<file path="src/rtl/mbrc_pkg.sv">
// ----------------------------------------------------------------------------
// Modbus RTU response checker package
// Item types, status codes, frame constants and the CRC-16/Modbus byte step.
// ----------------------------------------------------------------------------
package mbrc_pkg;

    localparam int MAX_REGS_DEFAULT  = 16;
    localparam int FRAME_MAX_DEFAULT = 256;

    localparam int          MIN_FRAME  = 5;
    localparam int          DATA_START = 3;
    localparam logic [7:0]  EXC_FLAG   = 8'h80;
    localparam logic [15:0] CRC_INIT   = 16'hFFFF;
    localparam logic [15:0] CRC_POLY   = 16'hA001;

    localparam int FUNC_W  = 7;
    localparam int COUNT_W = 5;
    localparam int CFG_W   = 7;

    // Configuration register indexes.
    localparam logic CFG_EXPECTED_FUNCTION = 1'b0;
    localparam logic CFG_REGISTER_COUNT    = 1'b1;

    // Result item kinds.
    localparam logic KIND_STATUS = 1'b0;
    localparam logic KIND_WORD   = 1'b1;

    typedef enum logic [2:0] {
        ST_OK         = 3'd0,
        ST_TOO_SHORT  = 3'd1,
        ST_CRC_ERROR  = 3'd2,
        ST_EXCEPTION  = 3'd3,
        ST_MISMATCH   = 3'd4,
        ST_DATA_SHORT = 3'd5
    } status_t;

    typedef enum logic {
        PH_IDLE,
        PH_WORDS
    } phase_t;

    typedef struct packed {
        logic [7:0] rx_byte;
        logic       end_of_frame;
    } rx_item_t;

    typedef struct packed {
        logic        item_kind;
        logic [2:0]  status;
        logic [7:0]  exception_code;
        logic [15:0] register_word;
        logic        run_last;
    } result_item_t;

    // One byte through the reflected CRC-16/Modbus shift register.
    function automatic logic [15:0] crc16_feed(input logic [15:0] crc,
                                               input logic [7:0]  data);
        logic [15:0] c;
        c = crc ^ {8'h00, data};
        for (int k = 0; k < 8; k++) begin
            if (c[0])
                c = (c >> 1) ^ CRC_POLY;
            else
                c = c >> 1;
        end
        return c;
    endfunction

endpackage

</file>
<file path="src/rtl/mbrc_word_mem.sv">
// ----------------------------------------------------------------------------
// Register word store
// Single write port, single read port, registered read data.
// ----------------------------------------------------------------------------
module mbrc_word_mem #(
    parameter int DEPTH = mbrc_pkg::MAX_REGS_DEFAULT,
    parameter int AW    = (DEPTH > 1) ? $clog2(DEPTH) : 1
) (
    input  logic          clk,
    input  logic          we,
    input  logic [AW-1:0] waddr,
    input  logic [15:0]   wdata,
    input  logic          re,
    input  logic [AW-1:0] raddr,
    output logic [15:0]   rdata
);

    logic [15:0] mem [DEPTH];

    always_ff @(posedge clk)
    begin
        if (we)
        begin
            mem[waddr] <= wdata;
        end
    end

    always_ff @(posedge clk)
    begin
        if (re)
        begin
            rdata <= mem[raddr];
        end
    end

endmodule

</file>
<file path="config.mk">
export PLATFORM = sky130hd
export DESIGN_NAME = mbrc_word_mem
export DESIGN_NICKNAME = d
export VERILOG_FILES = /design/src/rtl/mbrc_pkg.sv /design/src/rtl/mbrc_word_mem.sv
export SDC_FILE = /design/constraint.sdc
export NUM_CORES = 1
export LEC_CHECK = 0
export BUFFER_PORTS_ARGS = -buffer_cell sky130_fd_sc_hd__buf_2
export CORE_MARGIN = 5
export CORE_UTILIZATION = 35
export CTS_BUF_LIST = sky130_fd_sc_hd__clkbuf_2 sky130_fd_sc_hd__clkbuf_4 sky130_fd_sc_hd__clkbuf_8
export CTS_CLUSTER_DIAMETER = 100
export DETAILED_ROUTE_END_ITERATION = 10
export GPL_TIMING_DRIVEN = 1
export PLACE_DENSITY = 0.48
export SETUP_SLACK_MARGIN = 0.15
export SYNTH_ARGS = -nofsm -noshare
export SYNTH_HDL_FRONTEND = slang
export SYNTH_SLANG_ARGS = --single-unit
</file>
<file path="constraint.sdc">
create_clock -name clk -period 2.6 [get_ports clk]
set_clock_uncertainty 0.05 [all_clocks]
set_input_delay 0 -clock clk [delete_from_list [all_inputs] [get_ports clk]]
set_output_delay 0 -clock clk [all_outputs]
set_load 0.005 [all_outputs]
</file>
==> results of run 1 <==
layer usage:
metal | share of wire [%] | vias up | track usage (%)
met2 | 46 | 147 | 22.3
met5 | 0 | - | 0
li1 | - | 2089 | -
met3 | 6.3 | 35 | 2.71
met4 | 1.7 | 0 | 3.69
met1 | 46 | 2627 | 22.0
sequential cells by signal (all words and copies together) (netlist names):
signal  count
mem       256
rdata      16
worst max-delay path, cell delays in order:
cell and delay (ns):
sky130_fd_sc_hd__dlygate4sd3_1 0.53, sky130_fd_sc_hd__buf_2 0.13, sky130_fd_sc_hd__or3b_2 0.51, sky130_fd_sc_hd__dlygate4sd3_1 0.60, sky130_fd_sc_hd__nor2_2 0.10, sky130_fd_sc_hd__dlygate4sd3_1 0.57
synthesized netlist by cell type:
cell type | instances | area share (%)
sky130_fd_sc_hd__nand3_1 | 1 | 0.049
sky130_fd_sc_hd__buf_1 | 3 | 0.11
sky130_fd_sc_hd__edfxtp_1 | 272 | 80
sky130_fd_sc_hd__nand3b_1 | 2 | 0.15
sky130_fd_sc_hd__nor2_1 | 13 | 0.48
sky130_fd_sc_hd__and2_1 | 1 | 0.061
sky130_fd_sc_hd__nand2_1 | 17 | 0.63
sky130_fd_sc_hd__nor2b_1 | 2 | 0.12
sky130_fd_sc_hd__mux4_2 | 54 | 12
sky130_fd_sc_hd__buf_4 | 3 | 0.22
sky130_fd_sc_hd__clkbuf_1 | 8 | 0.29
sky130_fd_sc_hd__nor3_1 | 4 | 0.20
sky130_fd_sc_hd__buf_2 | 3 | 0.15
sky130_fd_sc_hd__or3b_2 | 1 | 0.086
sky130_fd_sc_hd__a22oi_1 | 32 | 2.4
sky130_fd_sc_hd__nand2b_1 | 2 | 0.12
sky130_fd_sc_hd__mux4_1 | 10 | 2.6
sky130_fd_sc_hd__buf_6 | 4 | 0.44
timing repair:
item,in CTS,in global routing
hold buffers,20,0
resized for setup,0,0
hold endpoints to repair,273,0
area by class of cell:
cell class | instances | area, um2
repair buffers | 88 | 658
well taps | 384 | 480
fillers | 2520 | 16700
clock buffers | 59 | 737
clock inverters | 21 | 90.1
multi-input cells | 139 | 1970
flip-flops and latches | 272 | 8170
path summary, 6_finish.rpt:
path	startpoint	to	slack (ns)	cells after the start
worst min-delay path	raddr[2]	rdata[1]	0.07	4
worst max-delay path	waddr[3]	mem[2][9]	0.35	6
worst max register to register	mem[9][6]	rdata[6]	1.13	3
worst min register to register	mem[12][1]	rdata[1]	0.69	3
cells by family (layout without fill, tap and decap cells):
logic type / count (synthesis) / in the layout / synth area share, %
flip-flops: 272 / 272 / 80.0
multiplexers: 64 / 64 / 14.5
AND/OR/NAND/NOR: 43 / 43 / 1.89
AO/OA/AOI/OAI: 32 / 32 / 2.35
buffers and inverters: 21 / 168 / 1.21
power groups by stage:
stage,sequential [mW],combinational (mW),clock [mW]
2_1_floorplan,5.05,0.239,0
3_3_place_gp,5.06,0.442,0
3_5_place_dp,5.06,0.451,0
4_1_cts,4.97,0.475,3.55
5_1_grt,4.97,0.507,3.76
6_report,4.97,0.463,3.44
==> metrics.txt, run 1 <==
# TYPE chip_impl_metric gauge
chip_impl_metric{name="cellLeakagePower",unit="nW"} 3.94
chip_impl_metric{name="dr.pass1.iters",unit=""} 4
chip_impl_metric{name="post_cts_buffers",unit=""} 0
chip_impl_metric{name="power.share.switching",unit="%"} 21.2
chip_impl_metric{name="max-clock-path-buffers",unit=""} 3
chip_impl_metric{name="final_max_slew_viol_count",unit=""} 0
chip_impl_metric{name="pwr-share-clk",unit="%"} 38.7
chip_impl_metric{name="coreArea",unit="um2"} 28800
chip_impl_metric{name="grt_first_pass_wirelength",unit="um"} 35300
chip_impl_metric{name="p_comb_share",unit="%"} 5.2
chip_impl_metric{name="syn2layout_area_growth",unit="%"} 18.6
chip_impl_metric{name="syn-instance-count",unit=""} 432
chip_impl_metric{name="layout.cell_area.non_filler",unit="um2"} 12100
chip_impl_metric{name="grt_use_total",unit="%"} 14.6
chip_impl_metric{name="post-route-period-util",unit="%"} 86.7
chip_impl_metric{name="dr_total_vias",unit=""} 4898
chip_impl_metric{name="syn-cell-area",unit="um2"} 10200
chip_impl_metric{name="tightestPinTransition",unit="ns"} 0.685
chip_impl_info{name="hold_class",value="in2reg"} 1
chip_impl_metric{name="placedCellCount",unit=""} 863
chip_impl_info{name="final_common_cell",value="sky130_fd_sc_hd__edfxtp_1"} 1
chip_impl_metric{name="cp_data_required_time",unit="ns"} 2.79
chip_impl_metric{name="grt_remaining_overflow",unit=""} 0
chip_impl_metric{name="avgRoutedWirePerCell",unit="um"} 24.7
chip_impl_metric{name="initial_utilization",unit="%"} 35.5
chip_impl_metric{name="internal_power",unit="mW"} 6.98
chip_impl_metric{name="place_worst_setup_slack",unit="ns"} 0.729
chip_impl_metric{name="placement.cell_area",unit="um2"} 11100
chip_impl_info{name="timing.setup.critical_path_class",value="in2reg"} 1
chip_impl_metric{name="ant_nets",unit=""} 0
chip_impl_metric{name="timing.max_slew.rel_slack",unit="%"} 54.3
chip_impl_info{name="critical_path.startpoint_type",value="input port"} 1
chip_impl_metric{name="gp_congestion",unit=""} 0.683
chip_impl_metric{name="seq_area_frac_synth",unit="%"} 80.0
chip_impl_metric{name="total_power",unit="mW"} 8.87
chip_impl_metric{name="clk_pin_slew",unit="ns"} 0.06
chip_impl_metric{name="antenna_cells",unit=""} 0
chip_impl_metric{name="setup_tns",unit="ns"} 0
chip_impl_metric{name="portBuffers",unit=""} 42
chip_impl_metric{name="worst_ep_arrival_time",unit="ns"} 2.45
chip_impl_metric{name="grt_start_max_net_pins",unit=""} 65
chip_impl_metric{name="utilization",unit="%"} 42.0
chip_impl_metric{name="seq_power_share",unit="%"} 56.0
chip_impl_metric{name="via_to_cell_ratio",unit=""} 5.09
chip_impl_metric{name="boundaryPins",unit=""} 43
chip_impl_metric{name="fmax",unit="GHz"} 0.444
chip_impl_metric{name="drv.max_cap_violation_count",unit=""} 0
chip_impl_metric{name="cts.sinks",unit=""} 272
chip_impl_metric{name="drc",unit=""} 0
chip_impl_metric{name="synth_fp_nets",unit=""} 459
chip_impl_metric{name="synth.ff_latch_count",unit=""} 272
chip_impl_metric{name="power.density_cell_area",unit="nW/um2"} 733
chip_impl_metric{name="die_x",unit="um"} 181
chip_impl_info{name="mostFrequentLayoutCells",value="sky130_fd_sc_hd__edfxtp_1 (272), sky130_fd_sc_hd__mux4_2 (54), sky130_fd_sc_hd__clkbuf_8 (47), sky130_fd_sc_hd__buf_2 (41), sky130_fd_sc_hd__a22oi_1 (32)"} 1
chip_impl_metric{name="layout-drive-gt1-share",unit="%"} 35.8
chip_impl_metric{name="setup_viol_count_final",unit=""} 0
chip_impl_metric{name="clk_latency",unit="ns"} 0.54
chip_impl_metric{name="grt_antenna_before_repair",unit=""} 0
chip_impl_metric{name="yosys_warnings",unit=""} 0
chip_impl_metric{name="cts_inserted_buffers",unit=""} 45
chip_impl_info{name="setup.worst_path.end_class",value="register"} 1
chip_impl_metric{name="vertical_die_dimension",unit="um"} 181
chip_impl_info{name="unrepaired_setup_endpoints_after_global_routing",value="false"} 1
chip_impl_metric{name="route.final.wire_length",unit="um"} 23800
chip_impl_metric{name="h-tree-depth",unit=""} 2
chip_impl_metric{name="synth_area_per_cell",unit="um2"} 23.6
chip_impl_metric{name="cp_max_fo",unit=""} 4
chip_impl_metric{name="design.die.area",unit="um2"} 32700
chip_impl_metric{name="fin_worst_hold_slack",unit="ns"} 0.0739
chip_impl_metric{name="final.setup.worst_slack",unit="ns"} 0.346
chip_impl_metric{name="vdd_drop_max",unit="uV"} 276
chip_impl_metric{name="power.net_switching",unit="mW"} 1.88
chip_impl_metric{name="placementRows",unit=""} 62
chip_impl_metric{name="finish.net_count",unit=""} 573
chip_impl_info{name="cts_tree",value="done"} 1
chip_impl_metric{name="number_of_distinct_library_cells_after_synthesis",unit=""} 18
chip_impl_metric{name="grt_pass1_vias",unit=""} 5356
chip_impl_info{name="run_status",value="completed"} 1
chip_impl_metric{name="finalHoldViolations",unit=""} 0
chip_impl_metric{name="finalCriticalPeriod",unit="ns"} 2.25
chip_impl_metric{name="drt_iter0_markers",unit=""} 457
chip_impl_metric{name="dp.final_hpwl",unit="um"} 12500
chip_impl_metric{name="layout.cells.non_filler",unit=""} 963
chip_impl_info{name="clk_root_buffer_cell",value="sky130_fd_sc_hd__clkbuf_8"} 1
Power figures use the tool's default switching activity.
==> inputs of run 2 (changes only) <==
CAP_MARGIN = 15   (was default)
CORE_UTILIZATION = 55   (was 35)
PLACE_DENSITY = 0.7   (was 0.48)
==> metrics.txt, run 2 (synthesized netlist as in run 1, its figures left out) <==
# TYPE chip_impl_metric gauge
chip_impl_metric{name="post_cts_buffers",unit=""} 0
chip_impl_metric{name="h-tree-depth",unit=""} 2
chip_impl_info{name="cp_slowest_cell",value="sky130_fd_sc_hd__mux4_2"} 1
chip_impl_metric{name="finalHoldViolations",unit=""} 0
chip_impl_metric{name="design.die.area",unit="um2"} 21400
chip_impl_info{name="final_common_cell",value="sky130_fd_sc_hd__edfxtp_1"} 1
chip_impl_metric{name="vdd_drop_max",unit="uV"} 379
chip_impl_metric{name="via_to_cell_ratio",unit=""} 6.14
chip_impl_info{name="critical-path-top-delay-family",value="multiplexers"} 1
chip_impl_metric{name="power.net_switching",unit="mW"} 1.80
chip_impl_metric{name="internal_power",unit="mW"} 7.00
chip_impl_info{name="cts_tree",value="done"} 1
chip_impl_info{name="critical_path.startpoint_type",value="register"} 1
chip_impl_metric{name="route.final.wire_length",unit="um"} 21500
chip_impl_info{name="unrepaired_setup_endpoints_after_global_routing",value="false"} 1
chip_impl_metric{name="power.density_cell_area",unit="nW/um2"} 744
chip_impl_metric{name="critical_path.max_stage_delay",unit="ns"} 0.46
chip_impl_info{name="worstHoldEndpoint",value="mem[14][6]"} 1
chip_impl_metric{name="placementRows",unit=""} 49
chip_impl_metric{name="boundaryPins",unit=""} 43
chip_impl_info{name="rr_endpoint",value="rdata[12]"} 1
chip_impl_metric{name="syn2layout_area_growth",unit="%"} 16.0
chip_impl_metric{name="clk_pin_slew",unit="ns"} 0.07
chip_impl_metric{name="grt_first_pass_wirelength",unit="um"} 32400
chip_impl_metric{name="die_x",unit="um"} 146
chip_impl_metric{name="cp_max_fo",unit=""} 1
chip_impl_info{name="hold_start",value="waddr[2]"} 1
chip_impl_info{name="largest-register",value="mem"} 1
chip_impl_metric{name="worst_ep_arrival_time",unit="ns"} 1.77
chip_impl_metric{name="drc",unit=""} 0
chip_impl_metric{name="cts_resized",unit=""} 0
chip_impl_metric{name="placement.cell_area",unit="um2"} 10900
chip_impl_metric{name="post-route-period-util",unit="%"} 59.7
chip_impl_metric{name="fmax",unit="GHz"} 0.644
chip_impl_metric{name="cellLeakagePower",unit="nW"} 3.92
chip_impl_metric{name="finish.net_count",unit=""} 570
chip_impl_metric{name="portBuffers",unit=""} 42
chip_impl_metric{name="max-clock-path-buffers",unit=""} 3
chip_impl_metric{name="pwr-share-clk",unit="%"} 38.4
chip_impl_metric{name="ff2ff_setup_slack",unit="ns"} 1.05
chip_impl_metric{name="layout-drive-gt1-share",unit="%"} 35.8
chip_impl_metric{name="tightestPinTransition",unit="ns"} 0.741
chip_impl_metric{name="grt_antenna_before_repair",unit=""} 0
chip_impl_metric{name="antenna_cells",unit=""} 0
chip_impl_info{name="crit_path_cell_trace",value="mux4_2 -> a22oi_1 -> nand2_1"} 1
chip_impl_metric{name="cts_inserted_buffers",unit=""} 42
chip_impl_metric{name="p_comb_share",unit="%"} 5.1
chip_impl_metric{name="avgRoutedWirePerCell",unit="um"} 26.8
chip_impl_info{name="timing.setup.critical_path_class",value="reg2reg"} 1
chip_impl_metric{name="coreArea",unit="um2"} 18100
chip_impl_metric{name="initial_utilization",unit="%"} 56.4
chip_impl_info{name="mostFrequentLayoutCells",value="sky130_fd_sc_hd__edfxtp_1 (272), sky130_fd_sc_hd__mux4_2 (54), sky130_fd_sc_hd__clkbuf_8 (45), sky130_fd_sc_hd__buf_2 (41), sky130_fd_sc_hd__a22oi_1 (32)"} 1
chip_impl_metric{name="seq_power_share",unit="%"} 56.4
chip_impl_info{name="clk_root_buffer_cell",value="sky130_fd_sc_hd__clkbuf_8"} 1
chip_impl_metric{name="dr_total_vias",unit=""} 4916
chip_impl_metric{name="cp_data_required_time",unit="ns"} 2.82
chip_impl_info{name="setup.worst_path.end_class",value="register"} 1
chip_impl_info{name="registers_with_the_most_flip_flops",value="mem (256), rdata (16)"} 1
chip_impl_metric{name="setup_viol_count_final",unit=""} 0
chip_impl_metric{name="timing.reg2reg.worst_path_depth",unit=""} 3
chip_impl_metric{name="power.share.switching",unit="%"} 20.5
chip_impl_metric{name="grt_remaining_overflow",unit=""} 0
chip_impl_metric{name="total_power",unit="mW"} 8.80
chip_impl_metric{name="cts.sinks",unit=""} 272
chip_impl_info{name="run_status",value="completed"} 1
chip_impl_info{name="rr_startpoint",value="mem[0][12]"} 1
chip_impl_metric{name="clk_latency",unit="ns"} 0.53
chip_impl_metric{name="ant_nets",unit=""} 0
chip_impl_metric{name="utilization",unit="%"} 65.4
chip_impl_metric{name="dr.pass1.iters",unit=""} 5
chip_impl_metric{name="hold_depth",unit=""} 3
chip_impl_metric{name="gp_congestion",unit=""} 0.750
chip_impl_metric{name="layout.cell_area.non_filler",unit="um2"} 11800
chip_impl_metric{name="grt_use_total",unit="%"} 20.6
chip_impl_metric{name="postCtsHoldBufs",unit=""} 17
chip_impl_metric{name="drv.max_cap_violation_count",unit=""} 0
chip_impl_metric{name="grt_pass1_vias",unit=""} 5151
chip_impl_metric{name="vertical_die_dimension",unit="um"} 146
chip_impl_metric{name="crit_buf_inv",unit=""} 0
chip_impl_metric{name="setup_tns",unit="ns"} 0
chip_impl_metric{name="layout.cells.non_filler",unit=""} 801
chip_impl_metric{name="path_depth",unit=""} 3
chip_impl_info{name="hold_class",value="in2reg"} 1
chip_impl_metric{name="placedCellCount",unit=""} 711
chip_impl_metric{name="finalCriticalPeriod",unit="ns"} 1.55
chip_impl_metric{name="timing.max_slew.rel_slack",unit="%"} 50.6
chip_impl_metric{name="final_max_slew_viol_count",unit=""} 0
chip_impl_metric{name="dp.final_hpwl",unit="um"} 11800
chip_impl_metric{name="drt_iter0_markers",unit=""} 476
chip_impl_metric{name="number_of_flip_flops_under_the_largest_register_name",unit=""} 256
chip_impl_metric{name="grt_start_max_net_pins",unit=""} 27
[run 2: changes by cell type in the layout (fill, tap and decap cells not counted)]
cell	before	now
sky130_fd_sc_hd__buf_12	4	1
sky130_fd_sc_hd__buf_4	23	29
sky130_fd_sc_hd__bufinv_16	0	1
sky130_fd_sc_hd__clkbuf_8	47	45
sky130_fd_sc_hd__clkinv_1	14	10
sky130_fd_sc_hd__clkinv_2	6	5
sky130_fd_sc_hd__clkinvlp_4	1	0
sky130_fd_sc_hd__dlygate4sd3_1	20	17
sky130_fd_sc_hd__nor2b_1	0	2
sky130_fd_sc_hd__nor2b_2	2	0
[run 2: power groups by stage]
| stage | clock, mW | sequential, mW | combinational, mW |
|---|---|---|---|
| after global placement | 0 | 5.05 | 0.422 |
| after global routing | 3.66 | 4.97 | 0.489 |
| after detailed placement | 0 | 5.06 | 0.438 |
| after CTS | 3.44 | 4.97 | 0.459 |
| final | 3.38 | 4.96 | 0.453 |
| after floorplan | 0 | 5.05 | 0.239 |
[run 2: layout make-up]
type / instances / area [um2]
flip-flops and latches: 272 / 8170
repair buffers: 88 / 613
clock buffers: 57 / 709
clock inverters: 16 / 92.6
multi-input cells: 139 / 1960
fillers: 1147 / 6250
well taps: 229 / 287
[run 2: worst max-delay path by stage]
stage | start | end | slack [ns]
2_1_floorplan | waddr[2] | mem[0][0] | 0.49
3_5_place_dp | raddr[0] | rdata[4] | 0.63
6_report | mem[0][12] | rdata[12] | 1.05
5_1_grt | mem[0][12] | rdata[12] | 1.04
3_3_place_gp | raddr[0] | rdata[4] | 0.67
4_1_cts | mem[0][12] | rdata[12] | 1.02
[run 2: routing by layer]
metal | global-route usage [%] | up-vias | part of all wire (%)
met4 | 5.27 | 0 | 1.2
met5 | 0 | - | 0
li1 | - | 2081 | -
met1 | 29.5 | 2577 | 40
met2 | 33.4 | 232 | 50
met3 | 4.15 | 26 | 8.9
[run 2: worst min-delay path, cell delays in order]
cell                      delay [ns]
sky130_fd_sc_hd__buf_2          0.12
sky130_fd_sc_hd__nand3_1        0.20
sky130_fd_sc_hd__nor2_2         0.16
[run 2: stage by stage]
stage | hold slack, ns | worst slack [ns]
floorplan | 0.0489 | 0.495
global placement | 0.309 | 0.665
detailed placement | 0.321 | 0.627
CTS | 0.0810 | 1.02
global route | 0.0960 | 1.04
finish | 0.105 | 1.05
==> inputs of run 3 (changes only) <==
ABC_AREA = 1   (was default)
clock period = 1.6 ns   (was 2.6 ns; I/O delays follow)
==> metrics.txt, run 3 <==
# TYPE chip_impl_metric gauge
chip_impl_metric{name="fmax",unit="GHz"} 0.707
chip_impl_metric{name="fillers",unit=""} 1632
chip_impl_metric{name="synth_top_area_share",unit="%"} 70.8
chip_impl_metric{name="syn-instance-count",unit=""} 1074
chip_impl_metric{name="setup_viol_count_final",unit=""} 0
chip_impl_metric{name="power.density_cell_area",unit="nW/um2"} 1110
chip_impl_info{name="most_used_flip_flop_cell_after_synthesis",value="sky130_fd_sc_hd__edfxtp_1"} 1
chip_impl_metric{name="initial_utilization",unit="%"} 55.4
chip_impl_info{name="unrepaired_setup_endpoints_after_global_routing",value="false"} 1
chip_impl_metric{name="via_to_cell_ratio",unit=""} 5.12
chip_impl_metric{name="ff2ff_setup_slack",unit="ns"} 0.45
chip_impl_metric{name="grt_use_total",unit="%"} 22.7
chip_impl_metric{name="cp_data_required_time",unit="ns"} 1.80
chip_impl_metric{name="number_of_flip_flops_under_the_largest_register_name",unit=""} 256
chip_impl_metric{name="worst_ep_arrival_time",unit="ns"} 1.61
chip_impl_info{name="area_contributors_post_synth",value="sky130_fd_sc_hd__edfxtp_1 (71%), sky130_fd_sc_hd__nand2_1 (11%), sky130_fd_sc_hd__nand3_1 (8.4%), sky130_fd_sc_hd__inv_1 (6.4%), sky130_fd_sc_hd__buf_4 (1.2%)"} 1
chip_impl_metric{name="grt_remaining_overflow",unit=""} 0
chip_impl_metric{name="h-tree-depth",unit=""} 2
chip_impl_metric{name="dr_total_vias",unit=""} 7587
chip_impl_info{name="highest-signal-layer",value="met4"} 1
chip_impl_info{name="synth_top_cell_by_area",value="sky130_fd_sc_hd__edfxtp_1"} 1
chip_impl_metric{name="setup_tns",unit="ns"} 0
chip_impl_metric{name="clk_pin_slew",unit="ns"} 0.05
chip_impl_info{name="timing.setup.critical_path_class",value="in2reg"} 1
chip_impl_metric{name="critical_path.max_stage_delay",unit="ns"} 0.62
chip_impl_metric{name="layout.cell_area.non_filler",unit="um2"} 13400
chip_impl_metric{name="die_x",unit="um"} 155
chip_impl_info{name="mostFrequentLayoutCells",value="sky130_fd_sc_hd__nand2_1 (341), sky130_fd_sc_hd__edfxtp_1 (272), sky130_fd_sc_hd__inv_1 (196), sky130_fd_sc_hd__nand3_1 (193), sky130_fd_sc_hd__clkbuf_8 (45)"} 1
chip_impl_metric{name="boundaryPins",unit=""} 43
chip_impl_metric{name="clk_latency",unit="ns"} 0.55
chip_impl_metric{name="hold_depth",unit=""} 4
chip_impl_info{name="synthMostInstantiatedCell",value="sky130_fd_sc_hd__nand2_1"} 1
chip_impl_metric{name="antenna_cells",unit=""} 0
chip_impl_info{name="clk_root_buffer_cell",value="sky130_fd_sc_hd__clkbuf_8"} 1
chip_impl_metric{name="syn2layout_area_growth",unit="%"} 16.2
chip_impl_metric{name="portBuffers",unit=""} 42
chip_impl_info{name="largest-register",value="mem"} 1
chip_impl_metric{name="routed-wl-met3",unit="um"} 2130
chip_impl_metric{name="tightestPinTransition",unit="ns"} 0.833
chip_impl_metric{name="routed_metal_1_wirelength",unit="um"} 11400
chip_impl_metric{name="max-clock-path-buffers",unit=""} 3
chip_impl_metric{name="coreArea",unit="um2"} 20800
chip_impl_metric{name="route.final.wire_length",unit="um"} 26900
chip_impl_metric{name="placementRows",unit=""} 53
chip_impl_metric{name="avgRoutedWirePerCell",unit="um"} 18.2
chip_impl_metric{name="drc",unit=""} 0
chip_impl_metric{name="cp_max_fo",unit=""} 4
chip_impl_metric{name="grt_antenna_before_repair",unit=""} 0
chip_impl_info{name="run_status",value="completed"} 1
chip_impl_metric{name="cts.sinks",unit=""} 272
chip_impl_metric{name="layout-drive-gt1-share",unit="%"} 14.3
chip_impl_metric{name="post_cts_buffers",unit=""} 0
chip_impl_metric{name="yosys_warnings",unit=""} 0
chip_impl_metric{name="grt_first_pass_wirelength",unit="um"} 41300
chip_impl_metric{name="dr.pass1.iters",unit=""} 5
chip_impl_metric{name="ant_nets",unit=""} 0
chip_impl_metric{name="routed-wl-met2",unit="um"} 12800
chip_impl_metric{name="timing.max_slew.rel_slack",unit="%"} 44.4
chip_impl_info{name="registers_with_the_most_flip_flops",value="mem (256), rdata (16)"} 1
chip_impl_info{name="worstHoldEndpoint",value="mem[9][15]"} 1
chip_impl_info{name="rr_endpoint",value="rdata[0]"} 1
chip_impl_metric{name="grt_start_max_net_pins",unit=""} 67
chip_impl_info{name="cp_dominant_cell_by_count",value="sky130_fd_sc_hd__dlygate4sd3_1"} 1
chip_impl_metric{name="cellLeakagePower",unit="nW"} 5.76
chip_impl_info{name="cp_slowest_cell",value="sky130_fd_sc_hd__dlygate4sd3_1"} 1
chip_impl_metric{name="post_synthesis_async_set_or_reset_flop_share",unit="%"} 0
chip_impl_info{name="hold_start",value="waddr[1]"} 1
chip_impl_metric{name="gp_congestion",unit=""} 0.820
chip_impl_metric{name="timing.reg2reg.worst_path_depth",unit=""} 6
chip_impl_info{name="hold_class",value="in2reg"} 1
chip_impl_metric{name="cts_inserted_buffers",unit=""} 44
chip_impl_info{name="rr_startpoint",value="mem[0][0]"} 1
chip_impl_metric{name="vdd_drop_max",unit="uV"} 817
chip_impl_metric{name="design.die.area",unit="um2"} 24000
chip_impl_metric{name="drv.max_cap_violation_count",unit=""} 0
chip_impl_metric{name="synth.ff_latch_count",unit=""} 272
chip_impl_metric{name="grt_pass1_vias",unit=""} 7256
chip_impl_info{name="setup.worst_path.end_class",value="register"} 1
chip_impl_info{name="synth.cells.most_frequent",value="sky130_fd_sc_hd__nand2_1 (341), sky130_fd_sc_hd__edfxtp_1 (272), sky130_fd_sc_hd__inv_1 (196), sky130_fd_sc_hd__nand3_1 (193), sky130_fd_sc_hd__buf_2 (19)"} 1
chip_impl_info{name="cts_tree",value="done"} 1
chip_impl_info{name="crit_path_cell_trace",value="dlygate4sd3_1 -> buf_2 -> nand2_1 -> nor2_2 -> dlygate4sd3_1"} 1
chip_impl_metric{name="placement.cell_area",unit="um2"} 12400
chip_impl_metric{name="number_of_distinct_library_cells_after_synthesis",unit=""} 12
chip_impl_metric{name="finalHoldViolations",unit=""} 0
chip_impl_metric{name="synth_area_per_cell",unit="um2"} 10.7
chip_impl_metric{name="seq_area_frac_synth",unit="%"} 70.8
chip_impl_info{name="critical_path.startpoint_type",value="input port"} 1
chip_impl_metric{name="dp.final_hpwl",unit="um"} 15500
chip_impl_metric{name="finalCriticalPeriod",unit="ns"} 1.42
chip_impl_metric{name="vertical_die_dimension",unit="um"} 155
chip_impl_metric{name="post-route-period-util",unit="%"} 88.5
chip_impl_metric{name="finish.net_count",unit=""} 1200
chip_impl_metric{name="number_of_enable_flip_flop_cells_after_synthesis",unit=""} 272
chip_impl_metric{name="synth_fp_nets",unit=""} 1101
chip_impl_metric{name="final_max_slew_viol_count",unit=""} 0
chip_impl_metric{name="drt_iter0_markers",unit=""} 670
chip_impl_metric{name="syn-cell-area",unit="um2"} 11500
chip_impl_info{name="final_common_cell",value="sky130_fd_sc_hd__nand2_1"} 1
## run 3: changes by cell type after synthesis, moves of 16 or more
cell                      previous run  this run
sky130_fd_sc_hd__nand3_1             1       193
sky130_fd_sc_hd__inv_1               0       196
sky130_fd_sc_hd__nand2_1            17       341
sky130_fd_sc_hd__mux4_2             54         0
sky130_fd_sc_hd__buf_2               3        19
sky130_fd_sc_hd__a22oi_1            32         0
## run 3: how the worst max path moves through the flow
stage,start,end,cells past startpoint
floorplan,waddr[2],mem[10][0],2
global placement,raddr[0],rdata[2],8
detailed placement,raddr[0],rdata[0],8
CTS,waddr[0],mem[13][1],5
global route,waddr[0],mem[13][1],5
finish,waddr[0],mem[13][1],5
## run 3: area by class of cell
cell class	count	area (um2)	area share (%)
Clock buffer	63	754	5.62
Clock inverter	16	98.8	0.737
Inverter	198	744	5.55
Multi-Input combinational cell	553	2360	17.6
Sequential cell	272	8170	60.9
Tap cell	275	344	2.56
Timing Repair Buffer	104	941	7.01
## run 3: per-stage QoR
step / total power, mW / instances / utilization [%] / hold slack (ns) / setup slack (ns)
floorplan: 8.75 / 1074 / - / 0.0489 / 0.250
global placement: 9.15 / 1382 / 59.4 / 0.335 / 0.276
CTS: 15.0 / 1481 / 64.4 / 0.00901 / 0.223
finish: 14.9 / 1481 / 64.4 / 0.0381 / 0.185
global route: 15.5 / 1481 / 64.4 / 0.0342 / 0.163
detailed placement: 9.17 / 1382 / 59.4 / 0.340 / 0.267
## run 3: worst max-delay path: cells and delay by family
family                 cells  cell delay (ns)
buffers and inverters      3             1.25
AND/OR/NAND/NOR            2             0.36
## run 3: kinds of logic after synthesis
logic type / count (synthesis) / synth area share [%]
buffers and inverters: 249 / 9.09
DFF: 272 / 70.8
and+or+nand+nor: 553 / 20.1
## run 3: metal layers
| metal | up-vias | global-route usage [%] |
|---|---|---|
| met3 | 46 | 3.03 |
| met2 | 293 | 36.1 |
| met5 | - | 0 |
| li1 | 3681 | - |
| met1 | 3567 | 33.1 |
| met4 | 0 | 6.77 |
## run 3: what timing repair did
item                      4_1_cts  5_1_grt
hold buffers                   20        0
resized for setup               0        0
hold endpoints to repair      278        0
## run 3: where the power goes
group / total (mW) / internal [mW] / leakage [nW] / switching, mW
logic: 0.992 / 0.331 / 2.84 / 0.661
registers: 8.08 / 8.03 / 2.47 / 0.0479
clock network: 5.83 / 3.19 / 0.451 / 2.64
